**config.mk**
```make
export PLATFORM = sky130hd
export DESIGN_NAME = cdr_bob_ram
export DESIGN_NICKNAME = d
export VERILOG_FILES = /design/src/cdr_bob_ram.sv
export SDC_FILE = /design/constraint.sdc
export NUM_CORES = 1
export LEC_CHECK = 0
export BUFFER_PORTS_ARGS = -buffer_cell sky130_fd_sc_hd__buf_4
export CELL_PAD_IN_SITES_DETAIL_PLACEMENT = 0
export CELL_PAD_IN_SITES_GLOBAL_PLACEMENT = 1
export CORE_MARGIN = 2
export CORE_UTILIZATION = 40
export CTS_BUF_LIST = sky130_fd_sc_hd__clkbuf_4 sky130_fd_sc_hd__clkbuf_8
export DETAILED_ROUTE_END_ITERATION = 10
export MAX_ROUTING_LAYER = met4
export PLACE_DENSITY_LB_ADDON = 0.1
export SLEW_MARGIN = 25
export SYNTH_ARGS = -nofsm -noshare
export SYNTH_HDL_FRONTEND = slang
export SYNTH_SLANG_ARGS = --single-unit
```
**constraint.sdc**
```tcl
create_clock -name clk -period 3.4 [get_ports clk]
set_input_delay 0.68 -clock clk [delete_from_list [all_inputs] [get_ports clk]]
set_output_delay 0.68 -clock clk [all_outputs]
set_load 0.1 [all_outputs]
```
**src/cdr_bob_ram.sv**
```systemverilog
// Generic simple dual-port RAM with registered read.
module cdr_bob_ram #(
  parameter int WIDTH = 8,
  parameter int DEPTH = 16,
  localparam int AW = (DEPTH > 1) ? $clog2(DEPTH) : 1
) (
  input  logic             clk,
  input  logic             we,
  input  logic [AW-1:0]    waddr,
  input  logic [WIDTH-1:0] wdata,
  input  logic [AW-1:0]    raddr,
  output logic [WIDTH-1:0] rdata
);

  logic [WIDTH-1:0] mem [DEPTH];

  always_ff @(posedge clk) begin
    if (we) begin
      mem[waddr] <= wdata;
    end
    rdata <= mem[raddr];
  end

endmodule

```
==> summary.txt, run 1 <==
Run status
  • Outcome: completed

Clock tree
  • Root Driver: clkbuf_8
  • PostCTS Resize Cnt: 0
  • CTS tree: done
  • Number of CTS-inserted buffers: 17
  • Cts hold-fix bufs: 0
  • Setup Fix Bufs, Post-CTS: 0
  • Clk_lat worst skew: 0.43 ns
  • Worst-path clk slew: 0.07 ns
  • H-tree Lvls: 4
  • Clk sink count: 136
  • Max Root-Sink Buffers: 2

Critical path
  • CP endpoint kind: flip-flop
  • Setup CP Type: in -> reg
  • R2R setup slack: 1.97 ns
  • CP arrival: 2.03 ns
  • Worst R2R Start: mem[8][4]$_DFFE_PP_
  • CP Launch Point: waddr[2]
  • Nature of the critical path startpoint: input pin
  • Worst Path Max Fanout: 8
  • Reg2Reg Depth: 3
  • Worst R2R End: rdata[4]$_DFF_P_
  • CP required: 3.45 ns

Detailed routing
  • Routed WL: 10300 um
  • Via count: 2398
  • DR pass1 iterations: 4
  • Initial drt markers: 170
  • Via/cell ratio: 5.22
  • Detail Route Antenna Nets: 0
  • Drc violations: 0
  • WL/cell: 22.5 um

Placed design
  • Number of port buffers: 25
  • RePlAce Congestion: 0.704
  • Placed Cells: 427
  • Dpl hpwl: 6360 um

Synth
  • Synth Area in XOR/XNOR: 0
  • Sequential share of the synthesized area: 0.778
  • Post-synth cell types: 19
  • Net Count, Synth: 247
  • Post-synthesis cell count: 229
  • Synth Register Bits: 136
  • Post-synthesis mux area share: 0.150
  • Mapped cell area: 5150 um^2
  • Synth Area in Adders: 0
  • Synth area leader: edfxtp_1
  • Area share of the largest cell type after synthesis: 0.747
  • Syn_area_per_cell: 22.5 um^2
  • Count of warnings emitted by yosys: 0
  • Main combinational cell family by area after synthesis: multiplexers
  • Compound-gate portion of the synthesized area: 0.0233
  • Synth Area in Simple Gates: 0.0318
  • Area contributors post-synth: edfxtp_1, mux4_2, mux4_1, dfxtp_1, a22oi_1

Timing
  • Relative slew margins: 0.384
  • Worst Tran Pin Value: 0.920 ns
  • Fin. Hold Viols: 0
  • Setup TNS: 0 ns
  • Fmax: 0.504 GHz
  • RSZ-0062 raised after global routing: no
  • Pins over their slew limit: 0
  • Setup Skew: 0.0107 ns
  • # setup viols final: 0
  • Post-route minimum period: 1.98 ns
  • Final Cycle Share: 0.583

Worst hold path
  • Worst hold endpoint: mem[4][0]$_DFFE_PP_
  • Hold-critical path depth: 1
  • Worst hold-check path type: in -> reg
  • Hold Startpoint: wdata[0]

Floorplanning
  • Die height: 117 um
  • I/O pins: 26
  • Die X: 117 um
  • Initial Utilization: 0.410
  • Row Count: 41
  • Die area: 13800 um^2
  • Core area: 12600 um^2

GRT
  • Antenna violations before repair: 0
  • Largest net degree at the start of global routing: 33
  • First-pass GRT wire length: 15600 um
  • Remaining global-route overflow: 0
  • Tot GR Track Use: 0.165
  • Vias in the first global route: 2441

Power
  • Static leakage: 1.99 nW
  • PD cells: 604 nW/um^2
  • Peak VDD IR: 0.000220 V

Layout
  • Area Growth Syn to Fin: 16.4%
  • Share of layout cells above drive strength 1: 0.293
  • Layout Nets: 292
  • Final std cells w/o fill: 459
  • Number of diodes: 0

Job
  • Max-cap viol count: 0
-- cells by family after synthesis --
kind of cell           count (synthesis)
multiplexers                          32
flip-flops                           136
AND/OR/NAND/NOR                       35
buffers and inverters                 10
AO/OA/AOI/OAI                         16
-- worst max path at each step --
stage | endpoint | slack [ns] | cells past startpoint
floorplan | mem[0][0]$_DFFE_PP_ | 1.23 | 2
global placement | rdata[4]$_DFF_P_ | 0.91 | 4
detailed placement | rdata[4]$_DFF_P_ | 0.95 | 4
CTS | rdata[4]$_DFF_P_ | 1.41 | 4
global route | rdata[4]$_DFF_P_ | 1.35 | 4
finish | mem[1][1]$_DFFE_PP_ | 1.42 | 3
-- flip-flops by register name, indices dropped and copies added (netlist names) --
| register | count |
|---|---|
| rdata | 8 |
| mem | 128 |
-- worst max-delay path, cell delays in order --
cell,delay [ns]
buf_4,0.12
or3b_2,0.51
nor2_1,0.72
-- report_power, final --
| part | switching (mW) | leakage, nW | total [mW] | internal, mW |
|---|---|---|---|---|
| clock | 0.600 | 0.219 | 1.47 | 0.874 |
| combinational | 0.179 | 0.550 | 0.260 | 0.0812 |
| sequential | 0.0118 | 1.22 | 1.88 | 1.87 |
-- synth_stat cells (all sizes together) --
| master | instances |
|---|---|
| edfxtp | 128 |
| nor2b | 1 |
| and2 | 1 |
| nand3b | 2 |
| and2b | 1 |
| nor2 | 13 |
| nand3 | 1 |
| buf | 7 |
| nand2b | 2 |
| nand2 | 9 |
| dfxtp | 8 |
| a22oi | 16 |
| mux4 | 32 |
| or3b | 1 |
| nor3 | 4 |
| clkdlybuf4s25 | 3 |
-- layer usage --
| layer | vias to the layer above | track usage | share of wire |
|---|---|---|---|
| li1 | 1064 | - | - |
| met3 | 10 | 0.0452 | 0.044 |
| met5 | - | - | 0 |
| met4 | 0 | 0.0542 | 0.010 |
| met2 | 66 | 0.239 | 0.48 |
| met1 | 1258 | 0.228 | 0.47 |
-- cell usage in the layout, fill, tap and decap left out, types with 2 or more instances in the layout --
cell        Yosys  layout
clkinv_1        0       3
clkbuf_8        0      17
dfxtp_1         8       8
clkinvlp_4      0       2
nand2_1         9       9
nor3_1          4       4
edfxtp_1      128     128
buf_4           1      36
nor2_1         13      13
nand3b_1        2       2
bufinv_16       0       5
mux4_2         18      18
a22oi_1        16      16
mux4_1         14      14
clkinv_2        0       2
nand2b_1        2       2
-- area by class of cell --
class | instances | area, um^2
Clock buffer | 18 | 241
Clock inverter | 14 | 204
Fill cell | 1030 | 6580
Multi-Input combinational cell | 83 | 1060
Sequential cell | 136 | 4000
Tap cell | 172 | 215
Timing Repair Buffer | 36 | 270
-- per-stage QoR --
step	setup slack [ns]	util	hold slack [ns]	cell area (um^2)	power, mW
floorplan	1.23	-	0.629	5150	2.09
global placement	0.913	0.441	0.651	5550	2.18
detailed placement	0.953	0.441	0.664	5550	2.19
CTS	1.41	0.477	0.532	5990	3.65
global route	1.35	0.477	0.555	5990	3.73
finish	1.42	0.477	0.560	5990	3.62
Note: power is estimated with default switching activity, not from simulation.
==> run 2: changes to the inputs <==
clock period = 1.8 ns   (was 3.4 ns; I/O delays follow)
==> summary.txt, run 2 (synthesis results as in run 1) <==
Run status
  • Outcome: completed

Timing
  • Worst Tran Pin Value: 0.779 ns (-0.141 ns)
  • Fin. Hold Viols: 0 (unchanged)
  • # setup viols final: 0 (unchanged)
  • Relative slew margins: 0.478 (+0.0941)
  • Setup Skew: 0.00519 ns (-0.00555 ns)
  • RSZ-0062 raised after global routing: no
  • Final Cycle Share: 0.816
  • Pins over their slew limit: 0 (unchanged)
  • Post-route minimum period: 1.47 ns
  • Fin worst setup slack: 0.330 ns (-1.09 ns)
  • Worst hold slack: 0.219 ns (-0.342 ns)
  • Fmax: 0.680 GHz

GRT
  • Antenna violations before repair: 0 (unchanged)
  • Remaining global-route overflow: 0 (unchanged)
  • Largest net degree at the start of global routing: 18 (-45%)
  • Vias in the first global route: 2499 (+2.4%)
  • Tot GR Track Use: 0.165 (about the same)
  • First-pass GRT wire length: 15600 um (-0.18%)

Floorplanning
  • Die X: 117 um (unchanged)
  • Row Count: 41 (unchanged)
  • Initial Utilization: 0.410 (unchanged)
  • Die area: 13800 um^2 (unchanged)
  • I/O pins: 26 (unchanged)
  • Die height: 117 um (unchanged)
  • Core area: 12600 um^2 (unchanged)

Power
  • Sequential Power Share: 0.523 (+0.002)
  • Internal power: 5.39 mW (+90%)
  • Static leakage: 2.08 nW (+4.4%)
  • PD cells: 1110 nW/um^2 (+84%)
  • Switching power: 1.43 mW (+80%)
  • Peak VDD IR: 0.000340 V (+54%)
  • Combinational share of power: 0.075 (+0.003)
  • Switching fraction of total power: 0.209 (-0.00909)
  • Clock power share: 0.402 (-0.005)

Clock tree
  • PostCTS Resize Cnt: 0 (unchanged)
  • Cts hold-fix bufs: 0 (unchanged)
  • Number of CTS-inserted buffers: 17 (unchanged)
  • Max Root-Sink Buffers: 2 (unchanged)
  • Root Driver: clkbuf_8
  • Setup Fix Bufs, Post-CTS: 0 (unchanged)
  • Worst-path clk slew: 0.07 ns (about the same)
  • Clk_lat worst skew: 0.44 ns (about the same)
  • Clk sink count: 136 (unchanged)
  • H-tree Lvls: 4 (unchanged)
  • CTS tree: done

Detailed routing
  • Drc violations: 0 (unchanged)
  • Via/cell ratio: 5.09 (-2.5%)
  • Routed WL: 10100 um (-2.5%)
  • Detail Route Antenna Nets: 0 (unchanged)
  • DR pass1 iterations: 4 (unchanged)
  • Detail Route met2 WL: 4800 um (-2.7%)
  • Top layer in use: met4
  • Met1 WL: 4720 um (-2.7%)
  • WL met3: 378 um (-16%)
  • Initial drt markers: 147 (-14%)
  • Via count: 2398 (unchanged)
  • WL/cell: 21.4 um (-5.0%)

Critical path
  • R2R setup slack: 0.38 ns (-1.59 ns)
  • Crit-path slowest cell: dfxtp_1
  • CP cell instances: buf_4
  • Buf+Inv Stages, Crit Path: 1 (unchanged)
  • CP arrival: 1.11 ns (-0.92 ns)
  • Worst Path Max Fanout: 1 (-7)
  • Setup CP Type: reg -> out
  • CP top delay family: flip-flops
  • CP endpoint kind: output pin
  • Nature of the critical path startpoint: flip-flop
  • CP required: 1.44 ns (-2.01 ns)
  • Max incr delay on CP: 0.36 ns (-0.36 ns)

Layout
  • Number of diodes: 0 (unchanged)
  • Area Growth Syn to Fin: 19.0%
  • Max FFs per register: 128 (unchanged)
  • Layout Nets: 304 (+4.1%)
  • Filler Cell Count: 1022 (-0.78%)
  • Post-Layout Inst Area: 6130 um^2 (+2.3%)
  • Biggest register: mem
  • Most frequent cells in the layout: edfxtp_1, buf_4, clkbuf_8
  • Commonest non-fill, non-tap cell in the layout: edfxtp_1
  • Biggest regs: mem x128, rdata x8
  • Fin util: 0.488 (+0.0108)
  • Share of layout cells above drive strength 1: 0.334 (+0.0418)

Placed design
  • Dpl hpwl: 6740 um (+6.0%)
  • Number of port buffers: 25 (unchanged)
  • RePlAce Congestion: 0.758 (+7.6%)
  • Post-DP Area: 5680 um^2 (+2.4%)
  • Dpl ws: -0.0109 ns (-0.963 ns)

Job
  • Max-cap viol count: 0 (unchanged)

Worst hold path
  • Worst hold-check path type: in -> reg
run 2: layer usage:
metal	vias up	GRT usage
met3	16	0.0457
met5	-	-
met1	1246	0.211
met2	47	0.247
met4	0	0.0745
li1	1089	-
run 2: metrics by stage:
step	setup TNS [ns]	total power, mW	std cells
5_1_grt	0	7.04	471
2_1_floorplan	0	3.96	229
3_5_place_dp	-0.0109	4.15	439
3_3_place_gp	0	4.14	439
4_1_cts	0	6.89	471
6_report	0	6.81	471
run 2: final cells by class:
class                      instances  area, um^2  share of cell area
timing repair buffer              48         398              0.0649
sequential                       136        4000               0.653
tap                              172         215              0.0351
multi-input combinational         83        1060               0.173
clock inverter                     8         143              0.0233
clock buffer                      24         305              0.0498
run 2: final timing paths:
check | end | depth (start not counted) | from
worst max-delay path | rdata[1] | 1 | rdata[1]$_DFF_P_
worst min-delay path | mem[11][3]$_DFFE_PP_ | 1 | wdata[3]
worst max register to register | rdata[2]$_DFF_P_ | 3 | mem[1][2]$_DFFE_PP_
worst min register to register | rdata[6]$_DFF_P_ | 3 | mem[14][6]$_DFFE_PP_
run 2: power groups by stage:
stage	clock network (mW)	logic [mW]	registers, mW
6_report	2.74	0.512	3.56
5_1_grt	2.93	0.544	3.56
4_1_cts	2.81	0.522	3.56
3_5_place_dp	0	0.522	3.63
3_3_place_gp	0	0.516	3.63
2_1_floorplan	0	0.180	3.78
==> run 3: changes to the inputs <==
ABC_AREA = 1   (was not set)
clock period = 1.23 ns   (was 1.8 ns; I/O delays follow)
==> summary.txt, run 3 <==
Synth
  • Async SR Flop Fraction: 0 (unchanged)
  • Synth Register Bits: 136 (unchanged)
  • Count leader, synth: nand2_1
  • Sequential share of the synthesized area: 0.694 (-0.0835)
  • Synth area leader: edfxtp_1
  • Area share of the largest cell type after synthesis: 0.667 (-0.0802)
  • Post-synth top flop: edfxtp_1
  • Area contributors post-synth: edfxtp_1, nand2_1, nand3_1, inv_1, dfxtp_1
  • Count of warnings emitted by yosys: 0 (unchanged)
  • Synth cell count leaders: nand2_1, edfxtp_1, inv_1
  • Mapped cell area: 5770 um^2 (+12%)
  • Syn_area_per_cell: 10.5 um^2 (-53%)
  • Post-synth EDFFs: 128 (unchanged)
  • Post-synthesis cell count: 551 (+140%)
  • Post-synth cell types: 12 (-7)
  • Net Count, Synth: 569 (+130%)

Placed design
  • RePlAce Congestion: 0.789 (+4.1%)
  • Number of port buffers: 25 (unchanged)
  • Dpl ws: -0.112 ns (-0.102 ns)
  • Dpl hpwl: 8740 um (+30%)
  • Post-DP Area: 6360 um^2 (+12%)

Layout
  • Post-Layout Inst Area: 6860 um^2 (+12%)
  • Biggest regs: mem x128, rdata x8
  • Most frequent cells in the layout: nand2_1, edfxtp_1, inv_1
  • Biggest register: mem
  • Filler Cell Count: 1305 (+28%)
  • Number of diodes: 0 (unchanged)
  • Commonest non-fill, non-tap cell in the layout: nand2_1
  • Share of layout cells above drive strength 1: 0.165 (-0.170)
  • Area Growth Syn to Fin: 19.0% (about the same)
  • Max FFs per register: 128 (unchanged)
  • Layout Nets: 624 (+110%)

Floorplanning
  • Die height: 124 um (+5.6%)
  • Row Count: 43 (+4.9%)
  • I/O pins: 26 (unchanged)
  • Die area: 15400 um^2 (+12%)
  • Initial Utilization: 0.412 (+0.00270)
  • Die X: 124 um (+5.6%)
  • Core area: 14000 um^2 (+11%)

Power
  • Peak VDD IR: 0.000603 V (+77%)
  • Switching fraction of total power: 0.237 (+0.0275)
  • Combinational share of power: 0.105 (+0.030)
  • Power Total: 9.74 mW (+43%)
  • PD cells: 1420 nW/um^2 (+28%)
  • Sequential Power Share: 0.537 (+0.014)
  • Clock power share: 0.358 (-0.044)
  • Switching power: 2.31 mW (+62%)
  • Internal power: 7.44 mW (+38%)
  • Static leakage: 2.99 nW (+44%)

Critical path
  • CP top delay family: flip-flops
  • Nature of the critical path startpoint: flip-flop
  • Max incr delay on CP: 0.36 ns (about the same)
  • CP cell instances: buf_12
  • CP required: 0.98 ns (-0.46 ns)
  • Setup CP Type: reg -> out
  • Crit-path slowest cell: dfxtp_2
  • Worst Path Max Fanout: 1 (unchanged)
  • CP arrival: 0.97 ns (-0.14 ns)
  • Buf+Inv Stages, Crit Path: 1 (unchanged)
  • CP endpoint kind: output pin

Timing
  • RSZ-0062 raised after global routing: yes
  • Relative slew margins: 0.790 (+0.311)
  • Fmax: 0.820 GHz
  • Pins over their slew limit: 0 (unchanged)
  • Fin. Hold Viols: 0 (unchanged)
  • # setup viols final: 0 (unchanged)
  • Worst Tran Pin Value: 0.315 ns (-0.464 ns)
  • Fin worst setup slack: 0.0103 ns (-0.320 ns)
  • Final Cycle Share: 0.992
  • Post-route minimum period: 1.22 ns
  • Setup Skew: 0.00968 ns (+0.00449 ns)

Clock tree
  • H-tree Lvls: 4 (unchanged)
  • CTS tree: done
  • Max Root-Sink Buffers: 2 (unchanged)
  • Worst-path clk slew: 0.07 ns (about the same)
  • Clk sink count: 136 (unchanged)
  • Clk_lat worst skew: 0.45 ns (about the same)
  • Setup Fix Bufs, Post-CTS: 0 (unchanged)
  • Root Driver: clkbuf_8
  • Number of CTS-inserted buffers: 17 (unchanged)

Run status
  • Outcome: completed

Detailed routing
  • Initial drt markers: 281 (+91%)
  • WL/cell: 17.3 um (-19%)
  • Detail Route Antenna Nets: 0 (unchanged)
  • Via/cell ratio: 4.70 (-7.6%)
  • Routed WL: 13800 um (+37%)
  • Drc violations: 0 (unchanged)
  • DR pass1 iterations: 4 (unchanged)
  • Via count: 3757 (+57%)

GRT
  • Largest net degree at the start of global routing: 45 (+27)
  • Tot GR Track Use: 0.207 (+0.0421)
  • Remaining global-route overflow: 0 (unchanged)
  • Antenna violations before repair: 0 (unchanged)
  • Vias in the first global route: 3756 (+50%)
  • First-pass GRT wire length: 21700 um (+40%)

Job
  • Max-cap viol count: 0 (unchanged)

Worst hold path
  • Worst hold-check path type: in -> reg
## run 3: cell types whose count changed after synthesis, moves of 4 or more
cell / change
nand2_1: +164
inv_1: +100
nand3_1: +96
mux4_2: -18
a22oi_1: -16
mux4_1: -14
buf_2: +10
nor2_1: +4
nor3_1: -4
## run 3: path summary, 6_finish.rpt
path              depth (start not counted)                  end                  from  slack, ns
setup / recovery                          1             rdata[0]      rdata[0]$_DFF_P_       0.01
hold / removal                            1  mem[3][4]$_DFFE_PP_              wdata[4]       0.15
setup reg to reg                          6     rdata[7]$_DFF_P_   mem[3][7]$_DFFE_PP_       0.17
hold reg to reg                           6     rdata[1]$_DFF_P_  mem[13][1]$_DFFE_PP_       0.65
## run 3: final cells by class
type / instances / area [um^2] / share of cell area
clock buffers: 30 / 375 / 0.0547
clock inverters: 2 / 10.0 / 0.00146
multi-input cells: 289 / 1210 / 0.177
inverters: 102 / 383 / 0.0558
repair buffers: 60 / 638 / 0.0930
well taps: 180 / 225 / 0.0328
flip-flops and latches: 136 / 4020 / 0.585
## run 3: kinds of logic (layout without fill, tap and decap cells)
group	after synthesis	after routing	synth area share
buffers and inverters	126	194	0.0952
AND/OR/NAND/NOR	289	289	0.210
flip-flops	136	136	0.694
## run 3: metal layers
layer | part of all wire | wire, um | up-vias | global-route usage
met1 | 0.46 | 6320 | 1789 | 0.265
met5 | 0 | 0 | - | -
met4 | 0.014 | 191 | 0 | 0.0765
met2 | 0.48 | 6700 | 73 | 0.325
li1 | - | - | 1881 | -
met3 | 0.044 | 605 | 14 | 0.0458
## run 3: through the flow
stage	cells	util	hold WS (ns)	TNS (ns)
3_5_place_dp	767	0.455	0.615	-2.18
2_1_floorplan	551	-	0.345	0
6_report	799	0.491	0.155	0
5_1_grt	799	0.491	0.138	-0.207
3_3_place_gp	767	0.455	0.606	-1.92
4_1_cts	799	0.491	0.132	-0.109
## run 3: power groups by stage
| stage | Sequential [mW] | Combinational [mW] | Clock, mW |
|---|---|---|---|
| after floorplan | 5.52 | 0.366 | 0 |
| after global placement | 5.31 | 0.960 | 0 |
| after detailed placement | 5.31 | 0.964 | 0 |
| after CTS | 5.23 | 1.04 | 3.58 |
| after global routing | 5.24 | 1.11 | 3.79 |
| final | 5.23 | 1.03 | 3.49 |
## run 3: timing repair
action / CTS / global route
hold buffers: 0 / 0
gates resized for setup: 33 / 0
endpoints found under the setup margin: 8 / 8
